<file path="config.mk">
export PLATFORM = sky130hd
export DESIGN_NAME = channel_clamp_deadband_smoother_unit_flat
export DESIGN_NICKNAME = d
export VERILOG_FILES = /design/src/hdl/ccds_pkg.sv /design/src/hdl/ccds_in_if.sv /design/src/hdl/ccds_out_if.sv /design/src/hdl/ccds_cfg_if.sv /design/src/hdl/channel_clamp_deadband_smoother_unit.sv /design/src/hdl/ccds_condition.sv /design/src/flat_wrapper.sv
export SDC_FILE = /design/constraint.sdc
export NUM_CORES = 1
export LEC_CHECK = 0
export BUFFER_PORTS_ARGS = -buffer_cell sky130_fd_sc_hd__buf_4
export CAP_MARGIN = 20
export CELL_PAD_IN_SITES_DETAIL_PLACEMENT = 1
export CELL_PAD_IN_SITES_GLOBAL_PLACEMENT = 2
export CORE_MARGIN = 5
export CORE_UTILIZATION = 46
export CTS_BUF_LIST = sky130_fd_sc_hd__clkbuf_4 sky130_fd_sc_hd__clkbuf_8
export CTS_CLUSTER_DIAMETER = 40
export DETAILED_ROUTE_END_ITERATION = 10
export PLACE_DENSITY_LB_ADDON = 0.1
export SYNTH_ARGS = -nofsm -noshare
export SYNTH_HDL_FRONTEND = slang
export SYNTH_HIERARCHICAL = 1
export SYNTH_SLANG_ARGS = --single-unit
</file>
<file path="constraint.sdc">
create_clock -name clk -period 33.2 [get_ports clk]
set_input_delay 6.64 -clock clk [delete_from_list [all_inputs] [get_ports clk]]
set_output_delay 6.64 -clock clk [all_outputs]
set_load 0.1 [all_outputs]
</file>
<file path="src/hdl/ccds_pkg.sv">
// Shared types and constants for the channel clamp / deadband / smoother unit.
// No dependencies; used by the interfaces, the conditioning datapath and the top level.
package ccds_pkg;

    localparam int CHANNELS = 8;
    localparam int CH_IDX_W = (CHANNELS > 1) ? $clog2(CHANNELS) : 1;
    localparam logic [4:0] CH_COUNT = 5'(CHANNELS);

    localparam int US_W    = 12;
    localparam int CH_W    = 3;
    localparam int ALPHA_W = 9;
    localparam int DB_W    = 8;
    localparam int FILT_W  = 20;   // Q12.8
    localparam int CFG_IDX_W  = 3;
    localparam int CFG_DATA_W = 12;

    localparam logic [ALPHA_W-1:0] ALPHA_ONE = 9'd256;

    typedef enum logic [1:0] {
        CMD_SAMPLE   = 2'd0,
        CMD_FAILSAFE = 2'd1,
        CMD_RESET    = 2'd2
    } cmd_t;

    typedef enum logic [CFG_IDX_W-1:0] {
        REG_MIN_US       = 3'd0,
        REG_MAX_US       = 3'd1,
        REG_CENTER_US    = 3'd2,
        REG_BAND_HALF_US = 3'd3,
        REG_ALPHA_Q8     = 3'd4,
        REG_FS_THROTTLE  = 3'd5,
        REG_THROTTLE_CH  = 3'd6
    } reg_idx_t;

    typedef struct packed {
        logic [US_W-1:0]    min_us;
        logic [US_W-1:0]    max_us;
        logic [US_W-1:0]    center_us;
        logic [DB_W-1:0]    band_half_us;
        logic [ALPHA_W-1:0] alpha_q8;
        logic [US_W-1:0]    fs_throttle_us;
        logic [CH_W-1:0]    throttle_channel;
    } cfg_t;

    localparam logic [US_W-1:0]    RST_MIN_US       = 12'd1000;
    localparam logic [US_W-1:0]    RST_MAX_US       = 12'd2000;
    localparam logic [US_W-1:0]    RST_CENTER_US    = 12'd1500;
    localparam logic [DB_W-1:0]    RST_BAND_HALF_US = 8'd10;
    localparam logic [ALPHA_W-1:0] RST_ALPHA_Q8     = 9'd128;
    localparam logic [US_W-1:0]    RST_FS_THROTTLE  = 12'd1000;
    localparam logic [CH_W-1:0]    RST_THROTTLE_CH  = 3'd2;

endpackage

</file>
<file path="src/hdl/ccds_in_if.sv">
// Sample command channel: valid/ready plus command, channel and raw pulse width.
// Depends on ccds_pkg for field widths.
interface ccds_in_if;
    logic                      valid;
    logic                      ready;
    logic [1:0]                cmd;
    logic [ccds_pkg::CH_W-1:0] channel;
    logic [ccds_pkg::US_W-1:0] raw_us;

    modport source (output valid, output cmd, output channel, output raw_us, input ready);
    modport sink   (input valid, input cmd, input channel, input raw_us, output ready);
endinterface

</file>
<file path="src/hdl/ccds_out_if.sv">
// Result channel: valid/ready plus channel, conditioned width and failsafe flag.
// Depends on ccds_pkg for field widths.
interface ccds_out_if;
    logic                      valid;
    logic                      ready;
    logic [ccds_pkg::CH_W-1:0] out_channel;
    logic [ccds_pkg::US_W-1:0] value_us;
    logic                      is_failsafe;

    modport source (output valid, output out_channel, output value_us, output is_failsafe,
                    input ready);
    modport sink   (input valid, input out_channel, input value_us, input is_failsafe,
                    output ready);
endinterface

</file>
<file path="src/hdl/ccds_cfg_if.sv">
// Configuration write channel: valid/ready plus register index and write data.
// Depends on ccds_pkg for field widths.
interface ccds_cfg_if;
    logic                            valid;
    logic                            ready;
    logic [ccds_pkg::CFG_IDX_W-1:0]  index;
    logic [ccds_pkg::CFG_DATA_W-1:0] data;

    modport source (output valid, output index, output data, input ready);
    modport sink   (input valid, input index, input data, output ready);
endinterface

</file>
<file path="src/hdl/channel_clamp_deadband_smoother_unit.sv">
// Channel clamp / deadband / EMA smoother, top level.
// Path: an accepted word passes through the input register, then the result register.
// Throughput: one word per cycle while results.ready is high; the multiply-add in ccds_condition is combinational.
// Reset: async active-low; the config registers load their defaults and every filter entry
// holds center (1500 us) in Q12.8. A reset command refills all entries from the configured center_us.
module channel_clamp_deadband_smoother_unit (
    input  logic      clk,
    input  logic      rst_n,
    ccds_in_if.sink   samples,
    ccds_out_if.source results,
    ccds_cfg_if.sink  cfg
);

    ccds_pkg::cfg_t cfg_reg;

    logic                              s1_valid_reg;
    logic [1:0]                        s1_cmd_reg;
    logic [ccds_pkg::CH_W-1:0]         s1_ch_reg;
    logic [ccds_pkg::US_W-1:0]         s1_raw_reg;

    logic [ccds_pkg::FILT_W-1:0]       filt_reg [ccds_pkg::CHANNELS];

    logic                              out_valid_reg;
    logic [ccds_pkg::CH_W-1:0]         out_ch_reg;
    logic [ccds_pkg::US_W-1:0]         out_value_reg;
    logic                              out_fs_reg;

    logic                              in_fire;
    logic                              ch_ok;
    logic                              is_sample;
    logic                              is_failsafe;
    logic                              is_reset;
    logic                              s1_has_res;
    logic                              s1_adv;
    logic [ccds_pkg::CH_IDX_W-1:0]     ch_idx;
    logic [ccds_pkg::FILT_W-1:0]       filt_cur;
    logic [ccds_pkg::FILT_W-1:0]       filt_new;
    logic [ccds_pkg::US_W-1:0]         cond_value;
    logic [ccds_pkg::US_W-1:0]         fs_value;

    assign cfg.ready = 1'b1;

    always_ff @(posedge clk or negedge rst_n)
    begin
        if (!rst_n)
        begin
            cfg_reg.min_us           <= ccds_pkg::RST_MIN_US;
            cfg_reg.max_us           <= ccds_pkg::RST_MAX_US;
            cfg_reg.center_us        <= ccds_pkg::RST_CENTER_US;
            cfg_reg.band_half_us     <= ccds_pkg::RST_BAND_HALF_US;
            cfg_reg.alpha_q8         <= ccds_pkg::RST_ALPHA_Q8;
            cfg_reg.fs_throttle_us   <= ccds_pkg::RST_FS_THROTTLE;
            cfg_reg.throttle_channel <= ccds_pkg::RST_THROTTLE_CH;
        end
        else if (cfg.valid)
        begin
            unique case (ccds_pkg::reg_idx_t'(cfg.index))
                ccds_pkg::REG_MIN_US:       cfg_reg.min_us       <= cfg.data;
                ccds_pkg::REG_MAX_US:       cfg_reg.max_us       <= cfg.data;
                ccds_pkg::REG_CENTER_US:    cfg_reg.center_us    <= cfg.data;
                ccds_pkg::REG_BAND_HALF_US: cfg_reg.band_half_us <= cfg.data[7:0];
                ccds_pkg::REG_ALPHA_Q8:     cfg_reg.alpha_q8     <= cfg.data[8:0];
                ccds_pkg::REG_FS_THROTTLE:  cfg_reg.fs_throttle_us   <= cfg.data;
                ccds_pkg::REG_THROTTLE_CH:  cfg_reg.throttle_channel <= cfg.data[2:0];
                default: ;
            endcase
        end
    end

    // decode the word held in the input register
    always_comb
    begin
        is_sample   = 1'b0;
        is_failsafe = 1'b0;
        is_reset    = 1'b0;
        unique case (ccds_pkg::cmd_t'(s1_cmd_reg))
            ccds_pkg::CMD_SAMPLE:   is_sample   = 1'b1;
            ccds_pkg::CMD_FAILSAFE: is_failsafe = 1'b1;
            ccds_pkg::CMD_RESET:    is_reset    = 1'b1;
            default: ;
        endcase
    end

    assign ch_ok      = {2'b0, s1_ch_reg} < ccds_pkg::CH_COUNT;
    assign s1_has_res = s1_valid_reg && ch_ok && (is_sample || is_failsafe);
    assign s1_adv     = s1_valid_reg && (!s1_has_res || !out_valid_reg || results.ready);
    assign samples.ready = !s1_valid_reg || s1_adv;
    assign in_fire    = samples.valid && samples.ready;

    assign ch_idx   = ccds_pkg::CH_IDX_W'(s1_ch_reg);
    assign filt_cur = ch_ok ? filt_reg[ch_idx] : '0;
    assign fs_value = (s1_ch_reg == cfg_reg.throttle_channel)
                    ? cfg_reg.fs_throttle_us : cfg_reg.center_us;

    ccds_condition u_condition (
        .cfg      (cfg_reg),
        .raw_us   (s1_raw_reg),
        .filt_cur (filt_cur),
        .filt_new (filt_new),
        .value_us (cond_value)
    );

    always_ff @(posedge clk or negedge rst_n)
    begin
        if (!rst_n)
            s1_valid_reg <= 1'b0;
        else if (in_fire)
            s1_valid_reg <= 1'b1;
        else if (s1_adv)
            s1_valid_reg <= 1'b0;
    end

    always_ff @(posedge clk)
    begin
        if (in_fire)
        begin
            s1_cmd_reg <= samples.cmd;
            s1_ch_reg  <= samples.channel;
            s1_raw_reg <= samples.raw_us;
        end
    end

    always_ff @(posedge clk or negedge rst_n)
    begin
        if (!rst_n)
        begin
            for (int k = 0; k < ccds_pkg::CHANNELS; k++)
                filt_reg[k] <= {ccds_pkg::RST_CENTER_US, 8'b0};
        end
        else if (s1_adv && is_reset)
        begin
            for (int k = 0; k < ccds_pkg::CHANNELS; k++)
                filt_reg[k] <= {cfg_reg.center_us, 8'b0};
        end
        else if (s1_adv && is_sample && ch_ok)
            filt_reg[ch_idx] <= filt_new;
    end

    always_ff @(posedge clk or negedge rst_n)
    begin
        if (!rst_n)
            out_valid_reg <= 1'b0;
        else if (s1_adv && s1_has_res)
            out_valid_reg <= 1'b1;
        else if (results.ready)
            out_valid_reg <= 1'b0;
    end

    always_ff @(posedge clk)
    begin
        if (s1_adv && s1_has_res)
        begin
            out_ch_reg    <= s1_ch_reg;
            out_value_reg <= is_failsafe ? fs_value : cond_value;
            out_fs_reg    <= is_failsafe;
        end
    end

    assign results.valid       = out_valid_reg;
    assign results.out_channel = out_ch_reg;
    assign results.value_us    = out_value_reg;
    assign results.is_failsafe = out_fs_reg;

endmodule

</file>
<file path="src/hdl/ccds_condition.sv">
// Sample conditioning datapath: clamp, deadband snap and EMA update, all combinational.
// Depends on ccds_pkg for the configuration struct and widths.
module ccds_condition (
    input  ccds_pkg::cfg_t                  cfg,
    input  logic [ccds_pkg::US_W-1:0]       raw_us,
    input  logic [ccds_pkg::FILT_W-1:0]     filt_cur,
    output logic [ccds_pkg::FILT_W-1:0]     filt_new,
    output logic [ccds_pkg::US_W-1:0]       value_us
);

    logic [ccds_pkg::US_W-1:0]    clamped;
    logic [ccds_pkg::US_W-1:0]    lo_edge;
    logic [ccds_pkg::US_W:0]      hi_edge;
    logic [ccds_pkg::US_W-1:0]    snapped;
    logic [ccds_pkg::ALPHA_W-1:0] alpha;
    logic signed [20:0]           diff;
    logic signed [30:0]           prod;
    logic signed [30:0]           acc;
    logic [30:0]                  acc_rnd;
    logic [20:0]                  out_rnd;

    always_comb
    begin
        // min is checked first, so an inverted range still behaves
        if (raw_us < cfg.min_us)
            clamped = cfg.min_us;
        else if (raw_us > cfg.max_us)
            clamped = cfg.max_us;
        else
            clamped = raw_us;
    end

    assign lo_edge = (cfg.center_us >= {4'b0, cfg.band_half_us})
                   ? cfg.center_us - {4'b0, cfg.band_half_us} : '0;
    assign hi_edge = {1'b0, cfg.center_us} + {5'b0, cfg.band_half_us};
    assign snapped = (clamped >= lo_edge && {1'b0, clamped} <= hi_edge)
                   ? cfg.center_us : clamped;

    assign alpha = (cfg.alpha_q8 > ccds_pkg::ALPHA_ONE) ? ccds_pkg::ALPHA_ONE : cfg.alpha_q8;

    // a*v + (1-a)*s  ==  s + a*(v - s), one multiplier
    assign diff    = $signed({1'b0, snapped, 8'b0}) - $signed({1'b0, filt_cur});
    assign prod    = $signed({1'b0, alpha}) * diff;
    assign acc     = $signed({3'b0, filt_cur, 8'b0}) + prod;
    assign acc_rnd = acc + 31'sd128;
    assign filt_new = acc_rnd[27:8];

    assign out_rnd  = {1'b0, filt_new} + 21'd128;
    assign value_us = out_rnd[19:8];

endmodule
</file>
<file path="src/flat_wrapper.sv">
// flat-port wrapper written by rule: the top's interface ports become plain ports
module channel_clamp_deadband_smoother_unit_flat 
  (clk, rst_n, samples_valid, samples_cmd, samples_channel, samples_raw_us, samples_ready, results_valid, results_out_channel, results_value_us, results_is_failsafe, results_ready, cfg_valid, cfg_index, cfg_data, cfg_ready);
  ccds_in_if samples_i ();
  ccds_out_if results_i ();
  ccds_cfg_if cfg_i ();
  input  logic clk;
  input  logic rst_n;
  input wire logic [$bits(samples_i.valid)-1:0] samples_valid;
  input wire logic [$bits(samples_i.cmd)-1:0] samples_cmd;
  input wire logic [$bits(samples_i.channel)-1:0] samples_channel;
  input wire logic [$bits(samples_i.raw_us)-1:0] samples_raw_us;
  output wire logic [$bits(samples_i.ready)-1:0] samples_ready;
  output wire logic [$bits(results_i.valid)-1:0] results_valid;
  output wire logic [$bits(results_i.out_channel)-1:0] results_out_channel;
  output wire logic [$bits(results_i.value_us)-1:0] results_value_us;
  output wire logic [$bits(results_i.is_failsafe)-1:0] results_is_failsafe;
  input wire logic [$bits(results_i.ready)-1:0] results_ready;
  input wire logic [$bits(cfg_i.valid)-1:0] cfg_valid;
  input wire logic [$bits(cfg_i.index)-1:0] cfg_index;
  input wire logic [$bits(cfg_i.data)-1:0] cfg_data;
  output wire logic [$bits(cfg_i.ready)-1:0] cfg_ready;
  assign samples_i.valid = samples_valid;
  assign samples_i.cmd = samples_cmd;
  assign samples_i.channel = samples_channel;
  assign samples_i.raw_us = samples_raw_us;
  assign samples_ready = samples_i.ready;
  assign results_valid = results_i.valid;
  assign results_out_channel = results_i.out_channel;
  assign results_value_us = results_i.value_us;
  assign results_is_failsafe = results_i.is_failsafe;
  assign results_i.ready = results_ready;
  assign cfg_i.valid = cfg_valid;
  assign cfg_i.index = cfg_index;
  assign cfg_i.data = cfg_data;
  assign cfg_ready = cfg_i.ready;
  channel_clamp_deadband_smoother_unit u_core (.clk(clk), .rst_n(rst_n), .samples(samples_i), .results(results_i), .cfg(cfg_i));
endmodule
</file>
; ---- After elaboration in Yosys (flattened, before gate mapping)
; Index checks and enable logic that the tools add are counted.
; W data, S select, Z words.
[totals]
in_bits = 37
elab_cells = 97
output_inout_bits = 19
ff_bits = 263
[classes]
addsub = 6
eq_ne = 9
bitwise = 1
n_lt_le_gt_ge = 8
reduce_logical = 27
mul = 1
mux = 22
[ops]
columns = cell, count
row1 = $mux W160, 2
row2 = $bwmux W160, 1
row3 = $mux W12, 6
row4 = $bmux W20 S3, 1
row5 = $demux W20 S3, 1
row6 = $mux W20, 3
row7 = $add A28 B28 Y28, 1
row8 = $add A28 B9 Y28 const B, 1
row9 = $mul A10 B21 Y28, 1
row10 = $sub A20 B20 Y21, 1
row11 = $add A20 B8 Y20 const B, 1
row12 = $reduce_and A2 Y1, 7
row13 = $add A12 B8 Y13, 1
row14 = $le A12 B13 Y1, 1
row15 = $ge A12 B12 Y1, 1
row16 = $ge A12 B8 Y1, 1
row17 = $gt A12 B12 Y1, 1
row18 = $lt A12 B12 Y1, 1
row19 = $sub A12 B8 Y12, 1
row20 = $eq A3 B3 Y1 const B, 3
row21 = $gt A9 B9 Y1 const B, 1
row22 = $mux W9, 1
row23 = $logic_and A1 B1 Y1, 8
row24 = $mux W1, 7
row25 = other kinds (13), 21

; ---- Longest topological paths before layout
[logic_depth]
ltp_word = 13
depth_mapped = 56
mapped_depth_nobuf = 54

; ---- By module
; The synthesis kept the hierarchy.
[modules_own_cells]
columns = mod, seq_area_each_um2, n_inst, area_per_inst_um2, cells_each
row1 = channel_clamp_deadband_smoother_unit, 6852.8, 1, 11836.4, 1021
row2 = ccds_condition, 0.0, 1, 10094.7, 1252

; ---- Least setup slack after synthesis
; OpenSTA, ideal clock, no wires.
[synth_path]
path_kind = input to output
startpoint = input results_ready
endpoint = output samples_ready
t_required_ps = 26560
slack_ps = 19120
stages = 3
path_buffers = 0
arrival_ps = 7440
path_cell_list = nand2b_1 nor2_1 inv_1
[synth_between]
elab_chain_len = 3
[synth_lines]
columns = item, line
row1 = start: declaration, flat_wrapper.sv:18  ; input wire logic [$bits(results_i.ready)-1:0] results_ready;
row2 = $logic_or A1 B1 Y1, channel_clamp_deadband_smoother_unit.sv:86  ; assign s1_adv = s1_valid_reg && (!s1_has_res || !out_valid_reg || results.ready);
row3 = $logic_and A1 B1 Y1, channel_clamp_deadband_smoother_unit.sv:86
row4 = $logic_or A1 B1 Y1, channel_clamp_deadband_smoother_unit.sv:87  ; assign samples.ready = !s1_valid_reg || s1_adv;
row5 = end: declaration, flat_wrapper.sv:13  ; output wire logic [$bits(samples_i.ready)-1:0] samples_ready;
; No other way between the ends.

; ---- Worst setup path after layout
; Same ends and word-level chain as after synthesis.

==> run metrics <==
DIE WIDTH 228.4 um; crit-path cells buf_4 > nand2b_1 > nor2_1 > inv_1 > buf_4; Setup Buffers After CTS 0; Worst Hold Depth 0; pre-CTS setup slack 19.13 ns; CTS Buf Count 47; crit path max fanout 4; Slew @ Worst Pin 1.156 ns; area grow syn2layout 10.21%; post-CTS sizing 0; Worst path depth 5; vias per cell 5.827; final worst setup slack 19.13 ns; Synth Register Bits 263; asr flop ratio synth 0.8745; final setup vio count 0; ANT cells 0; Final Max Slew Viols 0; count of different cell masters after synthesis 90; Tot GR Track Use 0.2755; startpoint types input port; Final min period 14.07 ns; die area 52140 um^2; sequential cell area 6853 um^2; Synth Flop Type dfrtp_1; CP arrival 7.43 ns; Detailed Route WL 72.22 mm; vias 17360; clk slew on worst S/H paths 0.06 ns; critical path endpoint category output pin; top area cells in the synthesized netlist dfrtp_1 17%, fa_1 15%, dfstp_2 10%; Worst Path Required 26.56 ns; RSZ-0062 raised after global routing no; port buffer count 54; Detail Route Antenna Nets 0; Largest register FFs 160; worst min-delay path category register to register; Max Freq 71.08 MHz; Synth area leader dfrtp_1; fin crit share 0.4238; Hold Buf Count CTS 0; final setup TNS 0 ns; Crit path max-delay family buffers and inverters; vias in the first global route 18830; WP buf/inv 3; CTS Sinks 263; GP Congestion 0.8685; CTS root buf clkbuf_8; nets 2666; Residual DRC 0; crit-path max cell delay 0.23 ns; most frequent CP cell buf_4; fillcell total 5391; Hold Violations, Final 0; Initial Utilization 0.4622; CTS tree done; Ys Warns 6; Die Y 228.4 um; area of the multi-input gates 13600 um^2; outcome finished, final reports clean; core area 47450 um^2; largest net degree at the start of global routing 109; initial antenna violation count 0; crit path kind input port to output pin; Yosys top cell area share 0.1654; WL per Instance 24.24 um; Worst-Skew Late Latency 0.61 ns; max-cap violation count 0; register area share after synthesis 0.3125; fraction of layout cells with a size suffix above 1 0.1810; Syn Area/Cell 9.648 um^2; Slew Limit Headroom 0.2263; most instantiated cells after synthesis 281 x inv_1, 272 x nand2_1, 227 x nor2_1; Post-synth EDFFs 33; first-pass GRT wire length 112.6 mm; Max Clock Skew 0.04414 ns; Pre-antenna DRT Iters 5; R2R depth 53; Net Count, Synth 2613; Mapped Cells 2273; row count 80; H-tree levels 2; Critical-path top delay cell buf_4; clk buf depth 3; Post-Syn Area 21930 um^2; post-DP HPWL 54.13 mm; most instantiated library cell after synthesis inv_1; GR Overflow Total 0; DRT iter0 DRCs 1016; number of I/O pins 56
-- cells in the final DEF (no fill, tap or decap), types with 20 or more instances in the layout --
master	synthesis	layout
buf_4	5	100
mux2_2	91	91
ha_1	137	137
nand2_1	272	272
dfstp_2	85	85
nor2_1	227	227
inv_1	281	281
a21oi_1	61	61
o21ai_0	31	31
a22oi_1	21	21
o2bb2ai_1	48	48
dfrtp_1	145	145
xnor2_1	54	54
a22o_1	21	21
mux2i_1	58	58
nor2b_1	35	32
a21o_1	20	20
clkbuf_8	0	59
a31oi_1	100	100
and2_1	29	29
edfxtp_1	33	33
fa_1	166	166
-- per-stage QoR --
stage	hold slack, ns	util	instance area [um^2]	cells
final	0.4229	0.5094	24170	2979
after global routing	0.4405	0.5094	24170	2979
after CTS	0.4311	0.5081	24110	2976
after detailed placement	0.4534	0.4868	23100	2889
after global placement	0.4482	0.4858	23050	2886
after floorplan	0.4277	-	21930	2273
-- cell families (layout without fill, tap and decap cells) --
| kind of cell | count (synthesis) | count (layout) | share of synthesized area |
|---|---|---|---|
| buffers and inverters | 385 | 476 | 0.06869 |
| XOR/XNOR | 75 | 75 | 0.03115 |
| AND/OR/NAND/NOR | 685 | 685 | 0.1425 |
| other | 1 | 1 | 0.0001710 |
| AO/OA/AOI/OAI | 400 | 400 | 0.1298 |
| multiplexers | 161 | 161 | 0.08552 |
| flip-flops | 263 | 263 | 0.3125 |
| adder cells (fa/ha/maj) | 303 | 303 | 0.2297 |
-- worst reg2reg max path, delay by kind of cell (launching register included) --
kind	cells	cell delay (ns)
AOI/OAI and AO/OA	16	3.32
buffers and inverters	6	0.55
muxes	1	0.46
adders and majority gates	11	4.32
xor gates and xnor gates	3	1.07
DFF	1	0.44
and+or+nand+nor	16	3.31
-- path summary, 6_finish.rpt --
path / start / end / slack, ns
worst max-delay path: results_ready / samples_ready / 19.13
worst min-delay path: u_core/ch_idx[0] / u_core/results.out_channel[0] / 0.42
worst max register to register: u_core/cfg_reg[32] / u_core/results.value_us[11] / 19.45
worst min register to register: u_core/ch_idx[0] / u_core/results.out_channel[0] / 0.42
max in group asynchronous: rst_n / u_core/filt_reg[145] / 25.79
min in group asynchronous: rst_n / u_core/filt_reg[68] / 6.04
-- final cells by class --
| class | instances | area share |
|---|---|---|
| clock inverters | 10 | 0.002640 |
| flip-flops and latches | 263 | 0.2835 |
| inverters | 283 | 0.04395 |
| multi-input cells | 1625 | 0.5628 |
| well taps | 615 | 0.03184 |
| clock buffers | 77 | 0.03919 |
| repair buffers | 106 | 0.03603 |
-- routing by layer --
layer  wire [um]  vias to the layer above  global-route usage
met2       33890                      406              0.4487
li1            -                     7810                   -
met4        2390                        0             0.09038
met1       32210                     9023              0.3769
met5           0                        -                   0
met3        3732                      121             0.04820
Power is left out: the tool's default activity adds up to more than one toggle a clock period on the data nets, which glitch-free logic cannot reach.
